==> src/rtl/sjq_pkg.sv <==
// ----------------------------------------------------------------------------
// sjq_pkg: shared definitions of the shortest-job ordered queue
// Sizes, entry and result types, operation and status codes, sequencer
// states and the circular-buffer address helper.
// ----------------------------------------------------------------------------
package sjq_pkg;

  localparam int unsigned QUEUE_DEPTH = 16;
  localparam int unsigned ID_BITS     = 16;
  localparam int unsigned LENGTH_BITS = 16;
  localparam int unsigned ADDR_W      = $clog2(QUEUE_DEPTH);
  localparam int unsigned CNT_W       = $clog2(QUEUE_DEPTH + 1);

  typedef logic [ADDR_W-1:0] addr_t;
  typedef logic [CNT_W-1:0]  count_t;

  // one queued job
  typedef struct packed {
    logic [ID_BITS-1:0]     id;
    logic [LENGTH_BITS-1:0] len;
  } entry_t;

  // operation codes carried in the mode field
  typedef enum logic [1:0] {
    MODE_APPEND = 2'd0,
    MODE_INSERT = 2'd1,
    MODE_POP    = 2'd2,
    MODE_NOP    = 2'd3
  } mode_e;

  typedef enum logic [1:0] {
    STATUS_OK    = 2'd0,
    STATUS_FULL  = 2'd1,
    STATUS_EMPTY = 2'd2
  } status_e;

  // one result item
  typedef struct packed {
    logic                   popped_valid;
    logic [ID_BITS-1:0]     popped_id;
    logic [LENGTH_BITS-1:0] popped_length;
    count_t                 occupancy;
    status_e                status;
  } result_t;

  typedef enum logic [2:0] {
    ST_IDLE,
    ST_POP,
    ST_SCAN,
    ST_TAIL,
    ST_DONE
  } state_e;

  // physical slot of logical position k, counted from the head
  function automatic addr_t phys_addr(addr_t head, count_t k);
    logic [ADDR_W:0] sum;
    sum = {1'b0, head} + {1'b0, k[ADDR_W-1:0]};
    if (sum >= (ADDR_W + 1)'(QUEUE_DEPTH)) begin
      sum = sum - (ADDR_W + 1)'(QUEUE_DEPTH);
    end
    return sum[ADDR_W-1:0];
  endfunction

endpackage

==> src/rtl/sjq_in_if.sv <==
// ----------------------------------------------------------------------------
// sjq_in_if: operation channel
// Valid/ready channel carrying one queue operation per item.
// ----------------------------------------------------------------------------
interface sjq_in_if import sjq_pkg::*; ();

  logic                   valid;
  logic                   ready;
  logic [1:0]             mode;
  logic [ID_BITS-1:0]     job_id;
  logic [LENGTH_BITS-1:0] job_length;

  modport source (output valid, output mode, output job_id, output job_length, input ready);
  modport sink   (input valid, input mode, input job_id, input job_length, output ready);

endinterface

==> src/rtl/sjq_out_if.sv <==
// ----------------------------------------------------------------------------
// sjq_out_if: result channel
// Valid/ready channel carrying one result item per operation.
// ----------------------------------------------------------------------------
interface sjq_out_if import sjq_pkg::*; ();

  logic                   valid;
  logic                   ready;
  logic                   popped_valid;
  logic [ID_BITS-1:0]     popped_id;
  logic [LENGTH_BITS-1:0] popped_length;
  logic [CNT_W-1:0]       occupancy;
  logic [1:0]             status;

  modport source (
    output valid, output popped_valid, output popped_id, output popped_length,
    output occupancy, output status, input ready
  );
  modport sink (
    input valid, input popped_valid, input popped_id, input popped_length,
    input occupancy, input status, output ready
  );

endinterface

==> src/rtl/sjq_ram.sv <==
// ----------------------------------------------------------------------------
// sjq_ram: simple dual-port memory
// One write port and one read port, read data registered.
// ----------------------------------------------------------------------------
module sjq_ram #(
  parameter int unsigned DEPTH = 16,
  parameter int unsigned WIDTH = 32,
  localparam int unsigned AW = $clog2(DEPTH)
) (
  input  logic             clk_i,
  input  logic             we_i,
  input  logic [AW-1:0]    waddr_i,
  input  logic [WIDTH-1:0] wdata_i,
  input  logic [AW-1:0]    raddr_i,
  output logic [WIDTH-1:0] rdata_o
);

  logic [WIDTH-1:0] mem [DEPTH];

  // write port
  always_ff @(posedge clk_i) begin
    if (we_i) begin
      mem[waddr_i] <= wdata_i;
    end
  end

  // registered read port
  always_ff @(posedge clk_i) begin
    rdata_o <= mem[raddr_i];
  end

endmodule

==> src/rtl/shortest_job_ordered_queue_unit.sv <==
// ----------------------------------------------------------------------------
// shortest_job_ordered_queue_unit: bounded job queue with ordered insert
// Circular buffer in one memory; an ordered insert walks the entries from
// the head with one read and one write a cycle, shifting later jobs up.
// ----------------------------------------------------------------------------
// result for append, dropped push, empty pop and no-op passes ST_DONE into the output register;
// a pop passes ST_POP first, an ordered insert into n jobs ST_SCAN over them and then ST_TAIL
// one item at a time: a new item is taken only back in ST_IDLE, once ST_DONE has handed the
// result to a free output register; an insert walks over the single memory read port
// reset: count, head and sequencer cleared, queue empty; memory not cleared
module shortest_job_ordered_queue_unit import sjq_pkg::*; (
  input  logic     clk_i,
  input  logic     rst_ni,
  sjq_in_if.sink   item_i,
  sjq_out_if.source result_o
);

  state_e  state_q, state_d;
  addr_t   head_q, head_d;
  count_t  count_q, count_d;
  count_t  proc_q, proc_d;
  logic    found_q, found_d;
  entry_t  carry_q, carry_d;
  entry_t  new_q, new_d;
  result_t res_q, res_d;
  logic    outv_q, outv_d;
  result_t out_q, out_d;

  logic   ram_we;
  addr_t  ram_waddr;
  entry_t ram_wdata;
  addr_t  ram_raddr;
  entry_t ram_rdata;

  logic   accept;
  logic   out_free;
  logic   full;
  logic   empty;
  logic   scan_last;
  entry_t in_entry;
  count_t count_inc;
  count_t count_dec;

  assign item_i.ready = (state_q == ST_IDLE);
  assign accept       = item_i.valid && item_i.ready;
  assign out_free     = !outv_q || result_o.ready;
  assign full         = (count_q == CNT_W'(QUEUE_DEPTH));
  assign empty        = (count_q == '0);
  assign scan_last    = (proc_q == count_dec);
  assign count_inc    = count_q + CNT_W'(1);
  assign count_dec    = count_q - CNT_W'(1);
  assign in_entry     = '{id: item_i.job_id, len: item_i.job_length};

  // queue storage
  sjq_ram #(
    .DEPTH (QUEUE_DEPTH),
    .WIDTH ($bits(entry_t))
  ) u_ram (
    .clk_i   (clk_i),
    .we_i    (ram_we),
    .waddr_i (ram_waddr),
    .wdata_i (ram_wdata),
    .raddr_i (ram_raddr),
    .rdata_o (ram_rdata)
  );

  // next state
  always_comb begin
    state_d = state_q;
    case (state_q)
      ST_IDLE: begin
        if (accept) begin
          case (mode_e'(item_i.mode))
            MODE_INSERT: state_d = (full || empty) ? ST_DONE : ST_SCAN;
            MODE_POP:    state_d = empty ? ST_DONE : ST_POP;
            default:     state_d = ST_DONE;
          endcase
        end
      end
      ST_POP:  state_d = ST_DONE;
      ST_SCAN: state_d = scan_last ? ST_TAIL : ST_SCAN;
      ST_TAIL: state_d = ST_DONE;
      ST_DONE: state_d = out_free ? ST_IDLE : ST_DONE;
      default: state_d = ST_IDLE;
    endcase
  end

  // datapath and memory control
  always_comb begin
    head_d    = head_q;
    count_d   = count_q;
    proc_d    = proc_q;
    found_d   = found_q;
    carry_d   = carry_q;
    new_d     = new_q;
    res_d     = res_q;
    ram_we    = 1'b0;
    ram_waddr = phys_addr(head_q, count_q);
    ram_wdata = new_q;
    ram_raddr = head_q;

    case (state_q)
      ST_IDLE: begin
        if (accept) begin
          res_d = '{popped_valid: 1'b0, popped_id: '0, popped_length: '0,
                    occupancy: count_q, status: STATUS_OK};
          case (mode_e'(item_i.mode))
            MODE_APPEND, MODE_INSERT: begin
              if (full) begin
                res_d.status = STATUS_FULL;
              end else if (item_i.mode == MODE_APPEND || empty) begin
                // straight to the tail
                ram_we          = 1'b1;
                ram_wdata       = in_entry;
                count_d         = count_inc;
                res_d.occupancy = count_inc;
              end else begin
                // start the walk at the head
                new_d   = in_entry;
                proc_d  = '0;
                found_d = 1'b0;
              end
            end
            MODE_POP: begin
              if (empty) begin
                res_d.status = STATUS_EMPTY;
              end
            end
            default: ;
          endcase
        end
      end

      // head entry has arrived from the memory
      ST_POP: begin
        res_d.popped_valid  = 1'b1;
        res_d.popped_id     = ram_rdata.id;
        res_d.popped_length = ram_rdata.len;
        res_d.occupancy     = count_dec;
        head_d              = phys_addr(head_q, CNT_W'(1));
        count_d             = count_dec;
      end

      // data of position proc_q is here; fetch the next one
      ST_SCAN: begin
        ram_raddr = phys_addr(head_q, proc_q + CNT_W'(1));
        ram_waddr = phys_addr(head_q, proc_q);
        if (found_q) begin
          ram_we    = 1'b1;
          ram_wdata = carry_q;
          carry_d   = ram_rdata;
        end else if (ram_rdata.len > new_q.len) begin
          ram_we    = 1'b1;
          ram_wdata = new_q;
          carry_d   = ram_rdata;
          found_d   = 1'b1;
        end
        if (!scan_last) begin
          proc_d = proc_q + CNT_W'(1);
        end
      end

      // last job moves to the new tail slot, or the new job goes there
      ST_TAIL: begin
        ram_we          = 1'b1;
        ram_wdata       = found_q ? carry_q : new_q;
        count_d         = count_inc;
        res_d.occupancy = count_inc;
      end

      default: ;
    endcase
  end

  // output register
  always_comb begin
    outv_d = outv_q;
    out_d  = out_q;
    if (result_o.ready) begin
      outv_d = 1'b0;
    end
    if (state_q == ST_DONE && out_free) begin
      outv_d = 1'b1;
      out_d  = res_q;
    end
  end

  // control registers
  always_ff @(posedge clk_i or negedge rst_ni) begin
    if (!rst_ni) begin
      state_q <= ST_IDLE;
      head_q  <= '0;
      count_q <= '0;
      found_q <= 1'b0;
      outv_q  <= 1'b0;
    end else begin
      state_q <= state_d;
      head_q  <= head_d;
      count_q <= count_d;
      found_q <= found_d;
      outv_q  <= outv_d;
    end
  end

  // payload registers
  always_ff @(posedge clk_i) begin
    proc_q  <= proc_d;
    carry_q <= carry_d;
    new_q   <= new_d;
    res_q   <= res_d;
    out_q   <= out_d;
  end

  assign result_o.valid         = outv_q;
  assign result_o.popped_valid  = out_q.popped_valid;
  assign result_o.popped_id     = out_q.popped_id;
  assign result_o.popped_length = out_q.popped_length;
  assign result_o.occupancy     = out_q.occupancy;
  assign result_o.status        = out_q.status;

  // occupancy never exceeds the depth
  a_count_bound: assert property (@(posedge clk_i) disable iff (!rst_ni)
    count_q <= CNT_W'(QUEUE_DEPTH))
    else $error("queue count above depth");

  // the walk stays inside the queued jobs
  a_scan_bound: assert property (@(posedge clk_i) disable iff (!rst_ni)
    state_q == ST_SCAN |-> proc_q < count_q)
    else $error("walk index beyond tail");

  // every accepted item leaves the idle state
  a_accept_busy: assert property (@(posedge clk_i) disable iff (!rst_ni)
    accept |=> state_q != ST_IDLE)
    else $error("accepted item produced no work");

  // a dropped push reports a full queue
  a_full_occ: assert property (@(posedge clk_i) disable iff (!rst_ni)
    result_o.valid && result_o.status == STATUS_FULL
      |-> result_o.occupancy == CNT_W'(QUEUE_DEPTH) && !result_o.popped_valid)
    else $error("drop flagged without full queue");

endmodule

==> src/flat_wrapper.sv <==
// flat-port wrapper written by rule: the top's interface ports become plain ports
module shortest_job_ordered_queue_unit_flat import sjq_pkg::*;
  (clk_i, rst_ni, item_i_valid, item_i_mode, item_i_job_id, item_i_job_length, item_i_ready, result_o_valid, result_o_popped_valid, result_o_popped_id, result_o_popped_length, result_o_occupancy, result_o_status, result_o_ready);
  sjq_in_if item_i_i ();
  sjq_out_if result_o_i ();
  input  logic clk_i;
  input  logic rst_ni;
  input wire logic [$bits(item_i_i.valid)-1:0] item_i_valid;
  input wire logic [$bits(item_i_i.mode)-1:0] item_i_mode;
  input wire logic [$bits(item_i_i.job_id)-1:0] item_i_job_id;
  input wire logic [$bits(item_i_i.job_length)-1:0] item_i_job_length;
  output wire logic [$bits(item_i_i.ready)-1:0] item_i_ready;
  output wire logic [$bits(result_o_i.valid)-1:0] result_o_valid;
  output wire logic [$bits(result_o_i.popped_valid)-1:0] result_o_popped_valid;
  output wire logic [$bits(result_o_i.popped_id)-1:0] result_o_popped_id;
  output wire logic [$bits(result_o_i.popped_length)-1:0] result_o_popped_length;
  output wire logic [$bits(result_o_i.occupancy)-1:0] result_o_occupancy;
  output wire logic [$bits(result_o_i.status)-1:0] result_o_status;
  input wire logic [$bits(result_o_i.ready)-1:0] result_o_ready;
  assign item_i_i.valid = item_i_valid;
  assign item_i_i.mode = item_i_mode;
  assign item_i_i.job_id = item_i_job_id;
  assign item_i_i.job_length = item_i_job_length;
  assign item_i_ready = item_i_i.ready;
  assign result_o_valid = result_o_i.valid;
  assign result_o_popped_valid = result_o_i.popped_valid;
  assign result_o_popped_id = result_o_i.popped_id;
  assign result_o_popped_length = result_o_i.popped_length;
  assign result_o_occupancy = result_o_i.occupancy;
  assign result_o_status = result_o_i.status;
  assign result_o_i.ready = result_o_ready;
  shortest_job_ordered_queue_unit u_core (.clk_i(clk_i), .rst_ni(rst_ni), .item_i(item_i_i), .result_o(result_o_i));
endmodule
==> config.mk <==
export PLATFORM = sky130hd
export DESIGN_NAME = shortest_job_ordered_queue_unit_flat
export DESIGN_NICKNAME = d
export VERILOG_FILES = /design/src/rtl/sjq_pkg.sv /design/src/rtl/sjq_in_if.sv /design/src/rtl/sjq_out_if.sv /design/src/rtl/sjq_ram.sv /design/src/rtl/shortest_job_ordered_queue_unit.sv /design/src/flat_wrapper.sv
export SDC_FILE = /design/constraint.sdc
export NUM_CORES = 1
export LEC_CHECK = 0
export ABC_AREA = 0
export BUFFER_PORTS_ARGS = -buffer_cell sky130_fd_sc_hd__buf_4
export CORE_UTILIZATION = 35
export DETAILED_ROUTE_END_ITERATION = 6
export SETUP_SLACK_MARGIN = 0.5
export SLEW_MARGIN = 20
export SYNTH_ARGS = -nofsm -noshare
export SYNTH_HDL_FRONTEND = slang
export SYNTH_SLANG_ARGS = --single-unit
==> constraint.sdc <==
create_clock -name clk_i -period 8.7 [get_ports clk_i]
set_clock_uncertainty 0.1 [all_clocks]
set_input_delay 1.305 -clock clk_i [delete_from_list [all_inputs] [get_ports clk_i]]
set_output_delay 1.305 -clock clk_i [all_outputs]
set_load 0.05 [all_outputs]
==> metrics.csv, run 1 <==
stage,metric,value,unit
global_route,global-route wire length before repair,101000,um
min_path,cell depth of the worst hold path,0,
logic_synthesis,Post-synth ARST share,0.0198,
die,number of top-level pins,80,
placement,number of input and output port buffers inserted,79,
pwr,maximum resistive drop on vdd,0.000338,V
setup_path,R2R cell count,10,
die,placement row count,102,
detailed_routing,via density per instance,5.26,
die,area of the core region,78000,um^2
detailed_routing,average routed wire per standard cell,22.5,um
timing,Max Slew Vio Count,0,
logic_synthesis,gate count of the mapped netlist,1847,
logic_synthesis,total standard cell area after synthesis,27800,um^2
setup_path,crit path DAT,4910,ps
timing,RSZ-0062 raised after global routing,no,
timing,time the final worst path needs with I/O delays and setup,4750,ps
setup_path,Crit. End Element,flip-flop,
global_route,number of antenna violations at the first check in global routing,2,
placement,RePlAce Congestion,0.827,
logic_synthesis,most used flip-flop cell after synthesis,sky130_fd_sc_hd__edfxtp_1,
clock_network,CTS tree,yes,
logic_synthesis,"top cells by area, synth","sky130_fd_sc_hd__edfxtp_1, sky130_fd_sc_hd__mux2i_1, sky130_fd_sc_hd__nand2_1",
setup_path,critical path's most frequent cell,sky130_fd_sc_hd__a21o_1,
logic_synthesis,syn_area_per_cell,15.0,um^2
clock_network,Max H-tree Level,3,
global_route,global route total overflow,0,
placement,detailed placer's ending HPWL,38600,um
setup_path,cells along the critical path,"nor3b_4, nor2_1, a21o_1, ha_1, a21o_1, a21oi_1, xnor2_1, xor2_1, nor3_2, buf_4",
min_path,worst min-delay path class,reg -> reg,
clock_network,master cell of the clock root buffer,sky130_fd_sc_hd__clkbuf_16,
detailed_routing,detailed-router iteration count before antenna repair,5,
timing,f_max,210,MHz
timing,# setup viols final,0,
clock_network,number of post-CTS setup repair buffers,0,
timing,pin slew with the least headroom to its limit,1130,ps
die,initial standard-cell utilization of the core,0.356,
clock_network,maximum buffer depth of the clock tree,3,
global_route,pin count of the biggest net entering global routing,110,
timing,final worst-path cycle share,0.546,
global_route,number of global-route vias before repair,15643,
die,Die Ht,284,um
timing,worst slew slack as a fraction of its limit,0.250,
clock_network,insertion delay of the later-clocked pin in the worst-skew pair,620,ps
layout,final design area excluding fillers,32100,um^2
placement,DP Area,29700,um^2
setup_path,Stages on worst setup path,10,
setup_path,crit-path leading delay family,simple AND/OR/NAND/NOR gates,
layout,Nets,2001,
layout,share of the core filled with cells in the final layout,0.411,
logic_synthesis,"EDFF count, synth",661,
clock_network,CTS resizes,0,
die,chip width,284,um
logic_synthesis,count of cell types in the netlist,52,
logic_synthesis,biggest area consumer among synthesized cells,sky130_fd_sc_hd__edfxtp_1,
pwr,Pleak,11.7,nW
layout,fraction of final layout cells with drive strength greater than 1,0.140,
setup_path,critical path start-end classification,reg -> reg,
detailed_routing,Iteration-0 DRC Markers,1537,
logic_synthesis,total nets after synthesis,1917,
pwr,Pwr Density,417,nW/um^2
job,number of maximum-capacitance violations,0,
logic_synthesis,Synth Warn #,0,
detailed_routing,routed via count,15924,
layout,number of antenna cells inserted,0,
setup_path,required time at the endpoint of the critical path,8850,ps
detailed_routing,post-detailed-route count of antenna-violating nets,0,
setup_path,Worst path max stage delay,870,ps
setup_path,maximum fanout along the worst path,24,
logic_synthesis,part of the Yosys area used for sequential elements,0.750,
timing,final hold violation count,0,
clock_network,clock transition at the registers of the reported paths,60,ps
global_route,global-route usage over all layers,0.168,
die,area of the die,80500,um^2
outcome,result of the run,"finished, final reports clean",
clock_network,clock buffer count from CTS,71,
timing,setup total negative slack,0,ps
detailed_routing,total DRC errors in the routed layout,0,
setup_path,startpoint type of the worst setup path,flip-flop,
setup_path,critical path buffer and inverter count,1,
logic_synthesis,area share of the largest cell type after synthesis,0.714,
layout,area added between synthesis and finish,15.4,%
clock_network,Sinks on Clock Net,707,
logic_synthesis,register bit total from synthesis,707,
detailed_routing,total wirelength of the detailed-routed design,68100,um
clock_network,hold buffers post-CTS,0,
setup_path,Slowest cell on crit path,sky130_fd_sc_hd__nor3b_4,
worst paths after layout:
path	start	to	slack, ps
min in group asynchronous	rst_ni	u_core.count_q[2]$_DFFE_PN0P_	450
hold / removal	u_core.res_q[11]$_DFFE_PP_	u_core.result_o.popped_length[4]$_DFFE_PP_	310
max in group asynchronous	rst_ni	u_core.state_q[2]$_DFFE_PN0N_	7860
setup / recovery	u_core.state_q[1]$_DFFE_PN0N_	u_core.u_ram.mem[9][26]$_DFFE_PP_	3950
setup reg to reg	u_core.state_q[1]$_DFFE_PN0N_	u_core.u_ram.mem[9][26]$_DFFE_PP_	3950
hold reg to reg	u_core.res_q[11]$_DFFE_PP_	u_core.result_o.popped_length[4]$_DFFE_PP_	310
power by group:
part	total [mW]	internal [mW]	switching [mW]
registers	5.26	4.96	0.299
clock network	3.08	1.80	1.28
logic	5.04	1.45	3.59
metal layers:
metal	share of wire	up-vias	track usage
met1	0.43	8008	0.227
met2	0.46	640	0.262
li1	-	7171	-
met4	0.031	0	0.0603
met5	0	-	0
met3	0.081	105	0.0407
kinds of logic (layout without fill, tap and decap cells):
family,after synthesis,in the layout,share of synthesized area
AOI/OAI and AO/OA,222,222,0.0563
xor gates and xnor gates,22,22,0.00693
adders and majority gates,32,32,0.0149
buffers and inverters,130,272,0.0195
DFF,707,707,0.750
muxes,170,170,0.0628
and+or+nand+nor,564,564,0.0895
final cells by class:
| class | count | area, um^2 |
|---|---|---|
| Fill cell | 7019 | 45900 |
| Multi-Input combinational cell | 1010 | 6600 |
| Timing Repair Buffer | 112 | 853 |
| Clock buffer | 102 | 2050 |
| Tap cell | 1040 | 1300 |
| Clock inverter | 29 | 320 |
| Inverter | 29 | 109 |
| Sequential cell | 707 | 20800 |
state kept, by name (all words and copies together), names as in the netlist:
signal                         cells
u_core.result_o.status             2
u_core.result_o.popped_valid       1
u_core.head_q                      4
u_core.new_q                      32
u_core.proc_q                      5
u_core.result_o.valid              1
u_core.state_q                     3
u_core.res_q                      40
u_core.count_q                     5
u_core.u_ram.rdata_o              32
u_core.result_o.popped_id         16
u_core.u_ram.mem                 512
u_core.found_q                     1
u_core.result_o.popped_length     16
u_core.carry_q                    32
u_core.result_o.occupancy          5
placed cells by master, fill, tap and decap left out, types with 11 or more instances in the layout:
cell                        synthesis  final
sky130_fd_sc_hd__xor2_1            11     11
sky130_fd_sc_hd__inv_1             29     29
sky130_fd_sc_hd__and3_1            33     32
sky130_fd_sc_hd__o211ai_1          33     33
sky130_fd_sc_hd__dfxtp_1           32     32
sky130_fd_sc_hd__nor2_1            31     27
sky130_fd_sc_hd__buf_4              0    111
sky130_fd_sc_hd__mux2i_1          135    133
sky130_fd_sc_hd__mux2_2            26     25
sky130_fd_sc_hd__clkbuf_16          0     73
sky130_fd_sc_hd__ha_1              30     30
sky130_fd_sc_hd__clkbuf_8           0     11
sky130_fd_sc_hd__nand3_1          104    104
sky130_fd_sc_hd__a32oi_1           33     32
sky130_fd_sc_hd__clkbuf_1          49     18
sky130_fd_sc_hd__dfrtp_1           14     14
sky130_fd_sc_hd__a22oi_1           65     65
sky130_fd_sc_hd__nand2_1          338    338
sky130_fd_sc_hd__a21oi_1           52     52
sky130_fd_sc_hd__edfxtp_1         661    661
synth_stat cells (2+ instances only):
library cell / n
sky130_fd_sc_hd__a21oi_1: 52
sky130_fd_sc_hd__nand2b_1: 4
sky130_fd_sc_hd__o21ai_0: 11
sky130_fd_sc_hd__nor4_1: 10
sky130_fd_sc_hd__a21o_1: 9
sky130_fd_sc_hd__o211ai_1: 33
sky130_fd_sc_hd__a31oi_1: 2
sky130_fd_sc_hd__and3_1: 33
sky130_fd_sc_hd__fa_1: 2
sky130_fd_sc_hd__buf_2: 44
sky130_fd_sc_hd__buf_1: 8
sky130_fd_sc_hd__ha_1: 30
sky130_fd_sc_hd__and2_1: 4
sky130_fd_sc_hd__nor3_1: 16
sky130_fd_sc_hd__inv_1: 29
sky130_fd_sc_hd__nand3_1: 104
sky130_fd_sc_hd__a2bb2oi_1: 2
sky130_fd_sc_hd__a32oi_1: 33
sky130_fd_sc_hd__a22oi_1: 65
sky130_fd_sc_hd__o22ai_1: 2
sky130_fd_sc_hd__clkbuf_1: 49
sky130_fd_sc_hd__xor2_1: 11
sky130_fd_sc_hd__dfxtp_1: 32
sky130_fd_sc_hd__nand4_1: 6
sky130_fd_sc_hd__a221oi_1: 4
sky130_fd_sc_hd__nor2b_1: 4
sky130_fd_sc_hd__nor2_1: 31
sky130_fd_sc_hd__mux2_1: 9
sky130_fd_sc_hd__mux2i_1: 135
sky130_fd_sc_hd__a2111oi_0: 3
sky130_fd_sc_hd__dfrtp_1: 14
sky130_fd_sc_hd__nand2_1: 338
sky130_fd_sc_hd__or4_1: 2
sky130_fd_sc_hd__or2_2: 3
sky130_fd_sc_hd__xnor2_1: 11
sky130_fd_sc_hd__edfxtp_1: 661
sky130_fd_sc_hd__mux2_2: 26
per-stage QoR:
stage | hold WS (ps) | worst slack [ps] | total power [mW] | cells
after global placement | 302 | 3510 | 10.3 | 2898
after global routing | 322 | 3630 | 14.0 | 3029
after detailed placement | 305 | 3400 | 10.4 | 2898
final | 313 | 3950 | 13.4 | 3029
after floorplan | 300 | 1970 | 8.50 | 1847
after CTS | 312 | 3940 | 13.5 | 3029
Power figures use the tool's default switching activity.
==> inputs of run 2 (changes only) <==
==> constraint.sdc (replaced) <==
create_clock -name clk_i -period 4.3 [get_ports clk_i]
set_clock_uncertainty 0.1 [all_clocks]
set_input_delay 0.645 -clock clk_i [delete_from_list [all_inputs] [get_ports clk_i]]
set_output_delay 0.645 -clock clk_i [all_outputs]
set_load 0.05 [all_outputs]
==> run 2 against run 1 <==
Count of clock-buffer cells in the layout down 7; cell count up 1.9%; flip-flop and latch count unchanged; global-route usage down 0.14 points; combinational power up 120%; die area unchanged; worst hold slack worse by 210 ps; sequential share of layout area down 1.7 points; setup slack worse by 3300 ps; critical path type unchanged; critical endpoint is now u_core.u_ram.mem[0][18]$_DFFE_PP_.
==> metrics.csv, run 2 (synthesis results as in run 1) <==
stage,metric,value,unit
global_route,global route total overflow,0,
global_route,number of antenna violations at the first check in global routing,1,
outcome,result of the run,"finished, final reports clean",
min_path,worst min-delay path class,in -> reg,
detailed_routing,Iteration-0 DRC Markers,1477,
pwr,net switching share of the total power,0.384,
layout,number of flip-flops under the largest register name,512,
layout,fraction of final layout cells with drive strength greater than 1,0.164,
clock_network,CTS tree,yes,
timing,RSZ-0062 raised after global routing,no,
die,area of the core region,78000,um^2
global_route,global-route usage over all layers,0.166,
job,number of maximum-capacitance violations,0,
pwr,Pwr Density,844,nW/um^2
die,area of the die,80500,um^2
clock_network,Max H-tree Level,3,
die,chip width,284,um
placement,DP Area,30300,um^2
setup_path,R2R cell count,11,
detailed_routing,detailed-router iteration count before antenna repair,5,
timing,# setup viols final,0,
detailed_routing,average routed wire per standard cell,21.9,um
layout,most frequent standard cell in the layout excluding fill and tap cells,sky130_fd_sc_hd__edfxtp_1,
timing,pin slew with the least headroom to its limit,955,ps
timing,setup total negative slack,0,ps
global_route,global-route wire length before repair,100000,um
pwr,Pleak,12.1,nW
clock_network,clock transition at the registers of the reported paths,60,ps
setup_path,Worst path max stage delay,460,ps
die,number of top-level pins,80,
timing,final-layout worst hold slack,98.0,ps
setup_path,reg2reg start,u_core.state_q[0]$_DFFE_PN0N_,
setup_path,cells along the critical path,"buf_4, or3b_1, nand2_1, nand2_1, ha_1, a21oi_1, xnor2_2, xnor2_2, buf_4, nor4_4, buf_12",
clock_network,master cell of the clock root buffer,sky130_fd_sc_hd__clkbuf_16,
setup_path,Crit. End Element,flip-flop,
layout,final design area excluding fillers,32900,um^2
setup_path,crit path DAT,3810,ps
setup_path,required time at the endpoint of the critical path,4500,ps
global_route,pin count of the biggest net entering global routing,126,
placement,number of input and output port buffers inserted,79,
setup_path,crit-path leading delay family,simple AND/OR/NAND/NOR gates,
layout,biggest registers after layout,"u_core.u_ram.mem: 512 flops, u_core.res_q: 40 flops",
die,initial standard-cell utilization of the core,0.356,
timing,final hold violation count,0,
layout,Post-Layout Cell Count,3086,
setup_path,Slowest cell on crit path,sky130_fd_sc_hd__dfrtp_1,
detailed_routing,routed via count,15937,
setup_path,worst setup path endpoint,u_core.u_ram.mem[0][18]$_DFFE_PP_,
pwr,share of total power in the clock network,0.226,
clock_network,clock buffer count from CTS,76,
timing,Final WS setup,690,ps
timing,final worst-path cycle share,0.840,
timing,Max Slew Vio Count,0,
setup_path,worst setup slack for register-to-register paths,690,ps
detailed_routing,total DRC errors in the routed layout,0,
setup_path,critical path start-end classification,reg -> reg,
pwr,total chip power,27.8,mW
setup_path,startpoint type of the worst setup path,flip-flop,
timing,time the final worst path needs with I/O delays and setup,3610,ps
placement,instance count after placement with tap cells included,2927,
layout,share of the core filled with cells in the final layout,0.422,
setup_path,r2r endpoint,u_core.u_ram.mem[0][18]$_DFFE_PP_,
placement,Post-Place Worst Slack,233,ps
placement,detailed placer's ending HPWL,40400,um
timing,worst slew slack as a fraction of its limit,0.363,
pwr,net switching power,10.7,mW
detailed_routing,post-detailed-route count of antenna-violating nets,0,
detailed_routing,via density per instance,5.16,
layout,register name with the most flops,u_core.u_ram.mem,
placement,RePlAce Congestion,0.813,
setup_path,Stages on worst setup path,11,
layout,area added between synthesis and finish,18.5,%
setup_path,maximum fanout along the worst path,27,
pwr,maximum resistive drop on vdd,0.000638,V
clock_network,insertion delay of the later-clocked pin in the worst-skew pair,630,ps
setup_path,start point of the critical path,u_core.state_q[0]$_DFFE_PN0N_,
pwr,internal power consumption,17.1,mW
die,Die Ht,284,um
timing,f_max,277,MHz
layout,most frequent cells in the layout,"sky130_fd_sc_hd__edfxtp_1, sky130_fd_sc_hd__nand2_1, sky130_fd_sc_hd__buf_4",
pwr,sequential share of power,0.380,
pwr,proportion of power drawn by combinational gates,0.395,
layout,Nets,2055,
clock_network,Sinks on Clock Net,707,
clock_network,maximum buffer depth of the clock tree,3,
setup_path,critical path buffer and inverter count,3,
global_route,number of global-route vias before repair,15682,
detailed_routing,total wirelength of the detailed-routed design,67500,um
die,placement row count,102,
run 2: changes by cell type in the layout (fill, tap and decap cells not counted), moves of 9 or more:
cell                       previous run  this run
sky130_fd_sc_hd__nor4_2               9         0
sky130_fd_sc_hd__clkbuf_8            11         2
sky130_fd_sc_hd__nor4_4               0         9
sky130_fd_sc_hd__buf_12               1        19
sky130_fd_sc_hd__buf_4              111       139
run 2: worst register-to-register path, cell delays in order (launching register included):
cell and delay, ps:
sky130_fd_sc_hd__dfrtp_1 460, sky130_fd_sc_hd__buf_4 180, sky130_fd_sc_hd__or3b_1 370, sky130_fd_sc_hd__nand2_1 80
sky130_fd_sc_hd__nand2_1 80, sky130_fd_sc_hd__ha_1 350, sky130_fd_sc_hd__a21oi_1 260, sky130_fd_sc_hd__xnor2_2 240
sky130_fd_sc_hd__xnor2_2 210, sky130_fd_sc_hd__buf_4 230, sky130_fd_sc_hd__nor4_4 430, sky130_fd_sc_hd__buf_12 310
run 2: area by class of cell:
cell class	instances	area, um^2
fill	6924	45100
sequential	707	20800
multi-input combinational	1010	6780
clock buffer	95	2010
timing repair buffer	161	1470
tap	1040	1300
clock inverter	43	399
inverter	29	109
antenna	1	2.50
run 2: worst min-delay path by stage:
stage,cells past startpoint,startpoint,end
6_report,1,item_i_job_id[10],u_core.new_q[26]$_DFFE_PP_
3_3_place_gp,0,u_core.res_q[38]$_DFFE_PP_,u_core.result_o.popped_id[15]$_DFFE_PP_
5_1_grt,1,item_i_job_id[10],u_core.new_q[26]$_DFFE_PP_
4_1_cts,1,item_i_job_id[10],u_core.new_q[26]$_DFFE_PP_
2_1_floorplan,0,rst_ni,u_core.count_q[0]$_DFFE_PN0P_
3_5_place_dp,0,u_core.res_q[19]$_DFFE_PP_,u_core.result_o.popped_length[12]$_DFFE_PP_
run 2: timing repair:
item	CTS	global route
endpoints found under the hold margin	14	0
setup buffers	13	6
resized for setup	0	4
pin swaps	10	2
endpoints found under the setup margin	219	53
hold buffers	1	0
run 2: metal layers:
metal	vias to the layer above	global-route usage	part of all wire
li1	7282	-	-
met1	7948	0.240	0.45
met2	614	0.251	0.45
met3	91	0.0393	0.084
met4	2	0.0443	0.019
met5	-	0	0.00018
run 2: power groups by stage:
| stage | registers, mW | clock network [mW] | logic (mW) |
|---|---|---|---|
| CTS | 10.5 | 6.42 | 11.0 |
| floorplan | 10.8 | 0 | 6.77 |
| global placement | 10.6 | 0 | 10.7 |
| global route | 10.7 | 6.65 | 11.9 |
| detailed placement | 10.7 | 0 | 10.9 |
| finish | 10.5 | 6.27 | 11.0 |
==> inputs of run 3 (changes only) <==
==> constraint.sdc (replaced) <==
create_clock -name clk_i -period 3.1 [get_ports clk_i]
set_clock_uncertainty 0.1 [all_clocks]
set_input_delay 0.465 -clock clk_i [delete_from_list [all_inputs] [get_ports clk_i]]
set_output_delay 0.465 -clock clk_i [all_outputs]
set_load 0.05 [all_outputs]
==> run 3 against run 2 <==
The run now ends with negative setup slack left; combinational power up 100%; via count up 12%; clock power increased by 44%; flip-flop and latch count unchanged; critical path depth up 2; final area up 13%; first-iteration DRC count grew 32%; sequential power up 39%; maximum frequency grew 13%; critical path type unchanged; largest cell class unchanged; largest power group unchanged; highest routed layer unchanged.
==> metrics.csv, run 3 (synthesis results as in run 1) <==
stage,metric,value,unit
timing,worst slew slack as a fraction of its limit,0.390,
setup_path,critical path start-end classification,reg -> reg,
setup_path,crit-path leading delay family,simple AND/OR/NAND/NOR gates,
layout,number of antenna cells inserted,0,
layout,register name with the most flops,u_core.u_ram.mem,
min_path,HP Start,result_o_ready,
setup_path,Worst path max stage delay,530,ps
setup_path,required time at the endpoint of the critical path,3340,ps
clock_network,Sinks on Clock Net,707,
setup_path,reg2reg start,u_core.new_q[15]$_DFFE_PP_,
setup_path,r2r endpoint,u_core.u_ram.mem[13][30]$_DFFE_PP_,
min_path,endpoint with the worst hold slack,u_core.result_o.valid$_DFFE_PN0P_,
timing,# setup viols final,269,
pwr,Pleak,14.0,nW
timing,RSZ-0062 raised after global routing,yes,
layout,final design area excluding fillers,37200,um^2
detailed_routing,average routed wire per standard cell,24.4,um
die,placement row count,102,
global_route,global-route wire length before repair,111000,um
detailed_routing,routed via count,17792,
detailed_routing,total wirelength of the detailed-routed design,81100,um
layout,most frequent standard cell in the layout excluding fill and tap cells,sky130_fd_sc_hd__edfxtp_1,
min_path,cell depth of the worst hold path,3,
outcome,failing checks,negative setup slack,
global_route,global-route usage over all layers,0.187,
setup_path,critical path buffer and inverter count,6,
die,chip width,284,um
setup_path,crit path DAT,3420,ps
layout,most frequent cells in the layout,"sky130_fd_sc_hd__edfxtp_1, sky130_fd_sc_hd__nand2_1, sky130_fd_sc_hd__buf_4",
detailed_routing,uppermost routed layer,met5,
layout,Nets,2292,
global_route,number of antenna violations at the first check in global routing,4,
die,number of top-level pins,80,
layout,biggest registers after layout,"u_core.u_ram.mem: 512 flops, u_core.res_q: 40 flops",
timing,Max Slew Vio Count,0,
clock_network,Max H-tree Level,3,
setup_path,Slowest cell on crit path,sky130_fd_sc_hd__edfxtp_1,
layout,fraction of final layout cells with drive strength greater than 1,0.276,
layout,count of fill cells added during filler insertion,6523,
timing,final hold violation count,0,
pwr,maximum resistive drop on vdd,0.000674,V
global_route,pin count of the biggest net entering global routing,43,
detailed_routing,wl on met1,33700,um
die,initial standard-cell utilization of the core,0.356,
detailed_routing,post-detailed-route count of antenna-violating nets,0,
detailed_routing,via density per instance,5.35,
setup_path,startpoint type of the worst setup path,flip-flop,
detailed_routing,Iteration-0 DRC Markers,1955,
placement,RePlAce Congestion,0.837,
die,Die Ht,284,um
clock_network,CTS tree,yes,
timing,final worst-path cycle share,1.03,
timing,setup total negative slack,-6360,ps
layout,total area of multi-input combinational cells,7320,um^2
setup_path,critical path's most frequent cell,sky130_fd_sc_hd__buf_12,
global_route,global route total overflow,0,
setup_path,worst setup slack for register-to-register paths,-80,ps
detailed_routing,total DRC errors in the routed layout,0,
timing,pin slew with the least headroom to its limit,892,ps
clock_network,clock transition at the registers of the reported paths,60,ps
detailed_routing,routed length on met3,7670,um
timing,time the final worst path needs with I/O delays and setup,3180,ps
setup_path,R2R cell count,13,
placement,DP Area,32000,um^2
pwr,Pwr Density,1240,nW/um^2
outcome,result of the run,"complete, but fails checks",
placement,number of input and output port buffers inserted,79,
layout,number of flip-flops under the largest register name,512,
global_route,number of global-route vias before repair,17281,
placement,detailed placer's ending HPWL,44600,um
setup_path,maximum fanout along the worst path,7,
die,area of the die,80500,um^2
setup_path,Crit. End Element,flip-flop,
timing,final-layout worst hold slack,45.1,ps
layout,area added between synthesis and finish,33.9,%
job,number of maximum-capacitance violations,0,
die,area of the core region,78000,um^2
min_path,worst min-delay path class,in -> reg,
clock_network,master cell of the clock root buffer,sky130_fd_sc_hd__clkbuf_16,
timing,f_max,314,MHz
layout,Post-Layout Cell Count,3325,
setup_path,cells along the critical path,"inv_2, ha_4, nand3_4, or4_4, a21o_1, a31oi_4, nor2_4, buf_12, buf_6, nor3_4, buf_6, buf_12, buf_12",
timing,Final WS setup,-84.5,ps
clock_network,clock buffer count from CTS,76,
layout,area used by sequential logic in the layout,20800,um^2
detailed_routing,routed wire length on met2,37100,um
placement,instance count after placement with tap cells included,3033,
detailed_routing,detailed-router iteration count before antenna repair,6,
clock_network,insertion delay of the later-clocked pin in the worst-skew pair,650,ps
clock_network,maximum buffer depth of the clock tree,3,
placement,Post-Place Worst Slack,-343,ps
[run 3: stage by stage]
step	power, mW	util
after floorplan	24.8	-
after global placement	32.7	0.410
after detailed placement	33.0	0.410
after CTS	43.7	0.462
after global routing	47.9	0.477
final	46.2	0.477
[run 3: how the worst max path moves through the flow]
| stage | startpoint | endpoint | slack, ps | cells after the start |
|---|---|---|---|---|
| after floorplan | u_core.new_q[9]$_DFFE_PP_ | u_core.u_ram.mem[10][0]$_DFFE_PP_ | -1120 | 9 |
| after global placement | u_core.state_q[2]$_DFFE_PN0N_ | u_core.u_ram.mem[12][22]$_DFFE_PP_ | -280 | 11 |
| final | u_core.new_q[15]$_DFFE_PP_ | u_core.u_ram.mem[13][30]$_DFFE_PP_ | -80 | 13 |
| after global routing | u_core.state_q[0]$_DFFE_PN0N_ | u_core.u_ram.mem[6][25]$_DFFE_PP_ | -140 | 13 |
| after CTS | u_core.new_q[15]$_DFFE_PP_ | u_core.u_ram.mem[1][23]$_DFFE_PP_ | 5 | 12 |
| after detailed placement | u_core.state_q[2]$_DFFE_PN0N_ | u_core.u_ram.mem[12][26]$_DFFE_PP_ | -340 | 11 |
[run 3: area by class of cell]
| cell class | count | share of cell area |
|---|---|---|
| Clock buffer | 102 | 0.0568 |
| Clock inverter | 39 | 0.0108 |
| Sequential cell | 707 | 0.560 |
| Tap cell | 1040 | 0.0350 |
| Multi-Input combinational cell | 1010 | 0.197 |
| Timing Repair Buffer | 398 | 0.138 |
| Inverter | 29 | 0.00293 |
[run 3: routing by layer]
| layer | vias up | track usage |
|---|---|---|
| li1 | 7792 | - |
| met1 | 8942 | 0.262 |
| met2 | 899 | 0.287 |
| met3 | 157 | 0.0378 |
| met4 | 2 | 0.0681 |
| met5 | - | 0.00119 |
[run 3: power by group]
group / total (mW) / switching, mW / internal (mW)
sequential: 14.6 / 0.720 / 13.9
clock: 9.06 / 3.80 / 5.26
combinational: 22.5 / 13.2 / 9.35
[run 3: timing repair]
action | 4_1_cts | 5_1_grt
hold endpoints to repair | 46 | 0
hold buffers | 33 | 0
setup buffers | 40 | 32
endpoints found under the setup margin | 687 | 1096
gates cloned | 22 | 24
pin swaps | 28 | 29
gates resized for setup | 72 | 85
[run 3: worst reg2reg max path, delay by kind of cell, from the launching register on]
| family | cells | cell delay, ps |
|---|---|---|
| and+or+nand+nor | 4 | 800 |
| buffers and inverters | 6 | 770 |
| DFF | 1 | 530 |
| AOI/OAI and AO/OA | 2 | 380 |
| adders and majority gates | 1 | 300 |
